`src/hw/rtl/spd_pkg.sv`:
```
// shared types and constants for the sensor packet deframer
package spd_pkg;

    localparam int unsigned CfgAddrWidth = 5;
    localparam int unsigned CfgIdxWidth  = 3;

    localparam logic [CfgIdxWidth-1:0] REG_START    = 3'd0;
    localparam logic [CfgIdxWidth-1:0] REG_VERSION  = 3'd1;
    localparam logic [CfgIdxWidth-1:0] REG_END      = 3'd2;
    localparam logic [CfgIdxWidth-1:0] REG_MARKER_A = 3'd3;
    localparam logic [CfgIdxWidth-1:0] REG_MARKER_B = 3'd4;

    localparam logic [7:0] RESET_START    = 8'd170;
    localparam logic [7:0] RESET_VERSION  = 8'd2;
    localparam logic [7:0] RESET_END      = 8'd85;
    localparam logic [7:0] RESET_MARKER_A = 8'd170;
    localparam logic [7:0] RESET_MARKER_B = 8'd85;

    localparam logic [1:0] EV_RECORD = 2'd0;
    localparam logic [1:0] EV_OK     = 2'd1;
    localparam logic [1:0] EV_ERROR  = 2'd2;

    localparam logic [1:0] LAST_VALUE_BYTE = 2'd3;

    typedef struct packed {
        logic [7:0] start_byte;
        logic [7:0] version_byte;
        logic [7:0] end_byte;
        logic [7:0] marker_a;
        logic [7:0] marker_b;
    } cfg_t;

    typedef enum logic [8:0] {
        PH_IDLE     = 9'b000000001,
        PH_VERSION  = 9'b000000010,
        PH_COUNT    = 9'b000000100,
        PH_ID_HIGH  = 9'b000001000,
        PH_ID_LOW   = 9'b000010000,
        PH_VALUE    = 9'b000100000,
        PH_CRC_LOW  = 9'b001000000,
        PH_CRC_HIGH = 9'b010000000,
        PH_END      = 9'b100000000
    } phase_t;

endpackage

```
`src/hw/rtl/sensor_packet_deframer_core.sv`:
```
// top level of the sensor packet deframer: byte framer with registered event output
// an event shows on the output register in the cycle after the byte that completes it is accepted
// throughput: one byte per cycle while in_ready is high, as the phase advances on every accepted byte
// in_ready stays high while the output register is empty or being taken
// reset: asynchronous active-low rst_n, phase back to hunting, totals zero
// reset also restores the configuration registers to their default bytes
module sensor_packet_deframer_core #(
    parameter int unsigned MAX_SENSORS = 32
) (
    input  logic                              clk,
    input  logic                              rst_n,
    input  logic                              psel,
    input  logic                              penable,
    input  logic                              pwrite,
    input  logic [spd_pkg::CfgAddrWidth-1:0]  paddr,
    input  logic [31:0]                       pwdata,
    output logic [31:0]                       prdata,
    output logic                              pready,
    input  logic                              in_valid,
    output logic                              in_ready,
    input  logic [7:0]                        rx_byte,
    output logic                              out_valid,
    input  logic                              out_ready,
    output logic [1:0]                        event_kind,
    output logic [4:0]                        slot_index,
    output logic [15:0]                       sensor_id,
    output logic [31:0]                       value_bits,
    output logic                              accepted,
    output logic [5:0]                        packet_count,
    output logic [31:0]                       packets_ok,
    output logic [31:0]                       packets_error
);

    localparam logic [7:0] MaxCount = 8'(MAX_SENSORS);

    spd_pkg::cfg_t   cfg;
    logic            in_fire;

    spd_pkg::phase_t phase_reg, phase_next;
    logic [5:0]      expected_reg, expected_next;
    logic [5:0]      record_index_reg, record_index_next;
    logic [1:0]      value_idx_reg, value_idx_next;
    logic [7:0]      id_high_reg, id_high_next;
    logic [15:0]     current_id_reg, current_id_next;
    logic [23:0]     held_reg, held_next;
    logic [31:0]     good_reg, good_next;
    logic [31:0]     bad_reg, bad_next;

    logic            emit;
    logic [1:0]      kind;
    logic [4:0]      slot;
    logic [15:0]     id_out;
    logic [31:0]     bits_out;
    logic            acc_out;
    logic [5:0]      count_out;
    logic [5:0]      rec_inc;
    logic            hi_marker, lo_marker;

    logic            out_valid_reg;
    logic [1:0]      event_kind_reg;
    logic [4:0]      slot_index_reg;
    logic [15:0]     sensor_id_reg;
    logic [31:0]     value_bits_reg;
    logic            accepted_reg;
    logic [5:0]      packet_count_reg;

    spd_cfg_regs u_cfg (
        .clk     (clk),
        .rst_n   (rst_n),
        .psel    (psel),
        .penable (penable),
        .pwrite  (pwrite),
        .paddr   (paddr),
        .pwdata  (pwdata),
        .prdata  (prdata),
        .pready  (pready),
        .cfg     (cfg)
    );

    assign in_ready = !out_valid_reg || out_ready;
    assign in_fire  = in_valid && in_ready;
    assign rec_inc  = record_index_reg + 6'd1;

    assign hi_marker = (current_id_reg[15:8] == cfg.marker_a) ||
                       (current_id_reg[15:8] == cfg.marker_b);
    assign lo_marker = (current_id_reg[7:0] == cfg.marker_a) ||
                       (current_id_reg[7:0] == cfg.marker_b);

    always_comb
    begin
        phase_next        = phase_reg;
        expected_next     = expected_reg;
        record_index_next = record_index_reg;
        value_idx_next    = value_idx_reg;
        id_high_next      = id_high_reg;
        current_id_next   = current_id_reg;
        held_next         = held_reg;
        good_next         = good_reg;
        bad_next          = bad_reg;
        emit              = 1'b0;
        kind              = spd_pkg::EV_RECORD;
        slot              = 5'd0;
        id_out            = 16'd0;
        bits_out          = 32'd0;
        acc_out           = 1'b0;
        count_out         = 6'd0;

        unique case (phase_reg)
            spd_pkg::PH_VERSION:
            begin
                if (rx_byte == cfg.version_byte)
                begin
                    phase_next = spd_pkg::PH_COUNT;
                end
                else
                begin
                    phase_next = spd_pkg::PH_IDLE;
                    bad_next   = bad_reg + 32'd1;
                    emit       = 1'b1;
                    kind       = spd_pkg::EV_ERROR;
                end
            end
            spd_pkg::PH_COUNT:
            begin
                expected_next     = rx_byte[5:0];
                record_index_next = 6'd0;
                value_idx_next    = 2'd0;
                if ((rx_byte != 8'd0) && (rx_byte <= MaxCount))
                begin
                    phase_next = spd_pkg::PH_ID_HIGH;
                end
                else
                begin
                    phase_next = spd_pkg::PH_IDLE;
                    bad_next   = bad_reg + 32'd1;
                    emit       = 1'b1;
                    kind       = spd_pkg::EV_ERROR;
                end
            end
            spd_pkg::PH_ID_HIGH:
            begin
                id_high_next = rx_byte;
                phase_next   = spd_pkg::PH_ID_LOW;
            end
            spd_pkg::PH_ID_LOW:
            begin
                current_id_next = {id_high_reg, rx_byte};
                value_idx_next  = 2'd0;
                held_next       = 24'd0;
                phase_next      = spd_pkg::PH_VALUE;
            end
            spd_pkg::PH_VALUE:
            begin
                if (value_idx_reg != spd_pkg::LAST_VALUE_BYTE)
                begin
                    unique case (value_idx_reg)
                        2'd0:    held_next[7:0]   = rx_byte;
                        2'd1:    held_next[15:8]  = rx_byte;
                        default: held_next[23:16] = rx_byte;
                    endcase
                    value_idx_next = value_idx_reg + 2'd1;
                end
                else
                begin
                    emit              = 1'b1;
                    kind              = spd_pkg::EV_RECORD;
                    slot              = record_index_reg[4:0];
                    id_out            = current_id_reg;
                    bits_out          = {rx_byte, held_reg};
                    acc_out           = !(hi_marker || lo_marker);
                    record_index_next = rec_inc;
                    value_idx_next    = 2'd0;
                    held_next         = 24'd0;
                    phase_next        = (rec_inc >= expected_reg) ? spd_pkg::PH_CRC_LOW
                                                                  : spd_pkg::PH_ID_HIGH;
                end
            end
            spd_pkg::PH_CRC_LOW:
            begin
                phase_next = spd_pkg::PH_CRC_HIGH;
            end
            spd_pkg::PH_CRC_HIGH:
            begin
                phase_next = spd_pkg::PH_END;
            end
            spd_pkg::PH_END:
            begin
                phase_next = spd_pkg::PH_IDLE;
                emit       = 1'b1;
                if (rx_byte == cfg.end_byte)
                begin
                    good_next = good_reg + 32'd1;
                    kind      = spd_pkg::EV_OK;
                    count_out = record_index_reg;
                end
                else
                begin
                    bad_next = bad_reg + 32'd1;
                    kind     = spd_pkg::EV_ERROR;
                end
            end
            default:
            begin
                // idle, and any stray phase code, hunts for start
                phase_next = (rx_byte == cfg.start_byte) ? spd_pkg::PH_VERSION
                                                         : spd_pkg::PH_IDLE;
            end
        endcase
    end

    always_ff @(posedge clk or negedge rst_n)
    begin
        if (!rst_n)
        begin
            phase_reg        <= spd_pkg::PH_IDLE;
            expected_reg     <= 6'd0;
            record_index_reg <= 6'd0;
            value_idx_reg    <= 2'd0;
            id_high_reg      <= 8'd0;
            current_id_reg   <= 16'd0;
            held_reg         <= 24'd0;
            good_reg         <= 32'd0;
            bad_reg          <= 32'd0;
            out_valid_reg    <= 1'b0;
        end
        else
        begin
            if (in_fire)
            begin
                phase_reg        <= phase_next;
                expected_reg     <= expected_next;
                record_index_reg <= record_index_next;
                value_idx_reg    <= value_idx_next;
                id_high_reg      <= id_high_next;
                current_id_reg   <= current_id_next;
                held_reg         <= held_next;
                good_reg         <= good_next;
                bad_reg          <= bad_next;
            end
            if (in_fire && emit)
            begin
                out_valid_reg <= 1'b1;
            end
            else if (out_ready)
            begin
                out_valid_reg <= 1'b0;
            end
        end
    end

    // result payload, loaded with each new event
    always_ff @(posedge clk)
    begin
        if (in_fire && emit)
        begin
            event_kind_reg   <= kind;
            slot_index_reg   <= slot;
            sensor_id_reg    <= id_out;
            value_bits_reg   <= bits_out;
            accepted_reg     <= acc_out;
            packet_count_reg <= count_out;
        end
    end

    assign out_valid     = out_valid_reg;
    assign event_kind    = event_kind_reg;
    assign slot_index    = slot_index_reg;
    assign sensor_id     = sensor_id_reg;
    assign value_bits    = value_bits_reg;
    assign accepted      = accepted_reg;
    assign packet_count  = packet_count_reg;
    assign packets_ok    = good_reg;
    assign packets_error = bad_reg;

    a_phase_onehot: assert property (@(posedge clk) disable iff (!rst_n)
        $onehot(phase_reg))
        else $error("phase register lost its one-hot code");

    a_kind_legal: assert property (@(posedge clk) disable iff (!rst_n)
        out_valid_reg |-> (event_kind_reg == spd_pkg::EV_RECORD) ||
                          (event_kind_reg == spd_pkg::EV_OK) ||
                          (event_kind_reg == spd_pkg::EV_ERROR))
        else $error("illegal event kind on output");

    a_ok_count: assert property (@(posedge clk) disable iff (!rst_n)
        (out_valid_reg && (event_kind_reg == spd_pkg::EV_OK)) |->
            ((packet_count_reg != 6'd0) && (8'(packet_count_reg) <= MaxCount)))
        else $error("packet ok with a record count out of range");

    a_packet_fields_clear: assert property (@(posedge clk) disable iff (!rst_n)
        (out_valid_reg && (event_kind_reg != spd_pkg::EV_RECORD)) |->
            ((sensor_id_reg == 16'd0) && (value_bits_reg == 32'd0) &&
             !accepted_reg && (slot_index_reg == 5'd0)))
        else $error("record fields set on a packet event");

    a_good_end: assert property (@(posedge clk) disable iff (!rst_n)
        (in_fire && (phase_reg == spd_pkg::PH_END) && (rx_byte == cfg.end_byte)) |=>
            (out_valid_reg && (event_kind_reg == spd_pkg::EV_OK) &&
             (good_reg == $past(good_reg) + 32'd1)))
        else $error("good end byte did not report packet ok");

endmodule

```
`src/hw/rtl/spd_cfg_regs.sv`:
```
// apb configuration registers of the sensor packet deframer
module spd_cfg_regs (
    input  logic                              clk,
    input  logic                              rst_n,
    input  logic                              psel,
    input  logic                              penable,
    input  logic                              pwrite,
    input  logic [spd_pkg::CfgAddrWidth-1:0]  paddr,
    input  logic [31:0]                       pwdata,
    output logic [31:0]                       prdata,
    output logic                              pready,
    output spd_pkg::cfg_t                     cfg
);

    spd_pkg::cfg_t                    cfg_reg;
    logic                             wr_en;
    logic [spd_pkg::CfgIdxWidth-1:0]  idx;

    assign pready = 1'b1;
    assign idx    = paddr[spd_pkg::CfgAddrWidth-1:2];
    assign wr_en  = psel && penable && pwrite && pready;
    assign cfg    = cfg_reg;

    always_ff @(posedge clk or negedge rst_n)
    begin
        if (!rst_n)
        begin
            cfg_reg.start_byte   <= spd_pkg::RESET_START;
            cfg_reg.version_byte <= spd_pkg::RESET_VERSION;
            cfg_reg.end_byte     <= spd_pkg::RESET_END;
            cfg_reg.marker_a     <= spd_pkg::RESET_MARKER_A;
            cfg_reg.marker_b     <= spd_pkg::RESET_MARKER_B;
        end
        else if (wr_en)
        begin
            unique case (idx)
                spd_pkg::REG_START:    cfg_reg.start_byte   <= pwdata[7:0];
                spd_pkg::REG_VERSION:  cfg_reg.version_byte <= pwdata[7:0];
                spd_pkg::REG_END:      cfg_reg.end_byte     <= pwdata[7:0];
                spd_pkg::REG_MARKER_A: cfg_reg.marker_a     <= pwdata[7:0];
                spd_pkg::REG_MARKER_B: cfg_reg.marker_b     <= pwdata[7:0];
                default:
                begin
                end
            endcase
        end
    end

    always_comb
    begin
        unique case (idx)
            spd_pkg::REG_START:    prdata = {24'd0, cfg_reg.start_byte};
            spd_pkg::REG_VERSION:  prdata = {24'd0, cfg_reg.version_byte};
            spd_pkg::REG_END:      prdata = {24'd0, cfg_reg.end_byte};
            spd_pkg::REG_MARKER_A: prdata = {24'd0, cfg_reg.marker_a};
            spd_pkg::REG_MARKER_B: prdata = {24'd0, cfg_reg.marker_b};
            default:               prdata = 32'd0;
        endcase
    end

endmodule
```
`config.mk`:
```
export PLATFORM = sky130hd
export DESIGN_NAME = sensor_packet_deframer_core
export DESIGN_NICKNAME = d
export VERILOG_FILES = /design/src/hw/rtl/spd_pkg.sv /design/src/hw/rtl/sensor_packet_deframer_core.sv /design/src/hw/rtl/spd_cfg_regs.sv
export SDC_FILE = /design/constraint.sdc
export NUM_CORES = 1
export LEC_CHECK = 0
export BUFFER_PORTS_ARGS = -buffer_cell sky130_fd_sc_hd__buf_2
export CORE_ASPECT_RATIO = 2
export CORE_UTILIZATION = 35
export DETAILED_ROUTE_END_ITERATION = 10
export PLACE_DENSITY = 0.57
export SYNTH_ARGS = -nofsm -noshare
export SYNTH_HDL_FRONTEND = slang
export SYNTH_HIERARCHICAL = 1
export SYNTH_SLANG_ARGS = --single-unit
```
`constraint.sdc`:
```
create_clock -name clk -period 7.85 [get_ports clk]
set_clock_uncertainty 0.15 [all_clocks]
set_input_delay 1.1775 -clock clk [delete_from_list [all_inputs] [get_ports clk]]
set_output_delay 1.1775 -clock clk [all_outputs]
set_load 0.01 [all_outputs]
```
==> impl_metrics.ini <==
[grt]
grt_pass1_wl_um = 46000
grt_max_degree = 104
grt_pass1_vias = 8115
antenna_found_initial = 0
gr-total-overflow = 0
grt.total_usage_pct = 18.08

[drt]
vias = 7913
wl_per_cell_um = 19.11
drt-total-wl_um = 29950
drc = 0
firstDrtPassIters = 5
ant_nets = 0
drt_iter0_markers = 368
vias_per_cell = 5.050

[worst_setup_path]
start_kind = input pin
required_ps = 6520
cpPeakStageDelay_ps = 530
rr_endpoint = sensor_id[2]
crit_chain = buf_2 -> nor2_1 -> a32oi_1 -> o21ai_0 -> buf_2
timing.rr.start = phase_reg[1]
crit_arrival_ps = 2400
path_common_cell = buf_2
cp_slowest_cell = nor2_1
worstSetupPathType = in2out
r2r_setup_slack_ps = 4320
end_kind = output port
crit_fanout = 15
reg2regPathDepth = 6

[min_path]
hold_start = packets_error[31]
hp-class = reg2reg
worstHoldEndpoint = packets_error[31]
whs_path_depth = 1

[cts]
clk_latency_ps = 540
htree_levels = 1
post_cts_resized = 0
tritoncts = yes
clk_pin_slew_ps = 60
cts_hold_buf = 0
postCtsSetupBuffers = 0
clk_path_buf_depth = 3
root_buffer = clkbuf_16
cts_buffers = 24
cts_sinks = 238

[logic_synthesis]
synthArstFlopShare_pct = 73.95
netlist-cell-type-count = 67
synth_ff_type = dfrtp_1
synth.top_cell.area_share_pct = 34.49
yosysWarnings = 6
yosysMostFrequentCell = dfrtp_1
synth_largest_area_cell = dfrtp_1
seq_area_frac_synth_pct = 54.86
synth.top_cells.by_count = 158 x dfrtp_1, 91 x xnor2_1, 69 x and3_1
synth_area_leaders = dfrtp_1 34%, edfxtp_1 16%, xnor2_1 7.0%
syn_area_um2 = 11460
synth-seq-cells = 238
avgSynthCellArea_um2 = 11.74
synth_edf_count = 62
synth_cells = 976

[layout]
final-seq-area_um2 = 6289
final_util_pct = 41.64
largest_register_ffs = 40
multi_input_area_um2 = 4770
synthToLayoutAreaGrowth_pct = 17.08
drive_gt1_share_pct = 29.04
fillers = 3175
nets = 1186
diodes = 0

[sta]
worstMarginPinSlew_ps = 1071
post-route-min-period_ps = 3732
final-hold-violation-count = 0
fmax_mhz = 268.0
slew_headroom_pct = 28.43
period_share_pct = 47.54
setup_slack_ps = 4118
grt_setup_unrepaired = no
tns_ps = 0
slew_violations = 0
setup_viol = 0

[power_and_ir_drop]
powerDensity_nw_per_um2 = 214.9
p_leak_nw = 6.312
ir_worst_vdd_v = 0.0001571

[floorplan]
start_util_pct = 35.56
num_rows = 93
die_area_um2 = 33520
ioPinCount = 213
die_w_um = 130.0
die_h_um = 257.9
core_area_um2 = 32230

[place]
gp_congestion = 0.8621
io_buffers = 161
dp_hpwl_um = 21420
pre_cts_ws_ps = 3781

[flow_run]
cap_violations = 0

[outcome]
status = finished clean
-- worst max-delay path, delay by kind of cell --
family | cells | cell delay, ps
and+or+nand+nor | 1 | 530
buffers and inverters | 2 | 370
AOI/OAI and AO/OA | 2 | 310
-- how the worst max path moves through the flow --
stage,startpoint,end,slack [ps],depth (start not counted)
floorplan,rx_byte[3],accepted,3330,6
global placement,rx_byte[2],out_valid,3770,8
detailed placement,rx_byte[2],out_valid,3780,8
CTS,paddr[3],prdata[7],4140,5
global route,paddr[3],prdata[3],4040,5
finish,paddr[3],prdata[7],4120,5
-- stage by stage --
stage               cells  area [um2]  hold slack [ps]  total power [mW]
floorplan             999       11550            292.3             1.562
global placement     1523       12540            301.3             1.642
detailed placement   1523       12540            303.1             1.647
CTS                  1567       13420            315.6             2.919
global route         1567       13420            328.1             2.994
finish               1567       13420            310.8             2.884
-- cell type report --
class,instances,area share (%)
Clock buffer,32,5.072
Clock inverter,12,1.464
Inverter,19,0.5314
Multi-Input combinational cell,669,35.54
Sequential cell,238,46.86
Tap cell,427,3.981
Timing Repair Buffer,170,6.554
-- per-layer routing --
layer / GRT usage, % / share of wire (%) / up-vias
li1: - / - / 3723
met1: 19.48 / 37 / 3913
met2: 34.39 / 56 / 218
met3: 2.113 / 3.9 / 59
met4: 8.010 / 3.7 / 0
met5: 0 / 0 / -
-- power by group --
| part | total, mW | leakage (nW) | switching, mW | internal, mW |
|---|---|---|---|---|
| sequential | 1.39 | 3.02 | 0.0636 | 1.33 |
| clock | 1.26 | 0.416 | 0.512 | 0.749 |
| combinational | 0.232 | 2.87 | 0.118 | 0.114 |
-- cells in the final DEF, fill, tap and decap left out, drive strengths merged, types with 8 or more instances in the layout --
cell and count:
conb 25, nand2 67, nand4 43, nor3 25, and3 69, nor2 30
inv 20, mux2 74, ha 12, xnor2 91, a22oi 8, dfstp 18
edfxtp 62, buf 170, nor4 12, nand3 36, a32oi 8, dfrtp 158
and2 17, xor2 32, o21ai 52, clkbuf 32
-- cells by family after synthesis --
family | synth area share [%]
AO/OA/AOI/OAI | 4.956
XOR/XNOR | 9.399
adder cells (fa/ha/maj) | 1.310
buffers and inverters | 4.399
flip-flops | 54.86
multiplexers | 7.565
other | 0.06552
AND/OR/NAND/NOR | 17.44
Power figures use the tool's default switching activity.
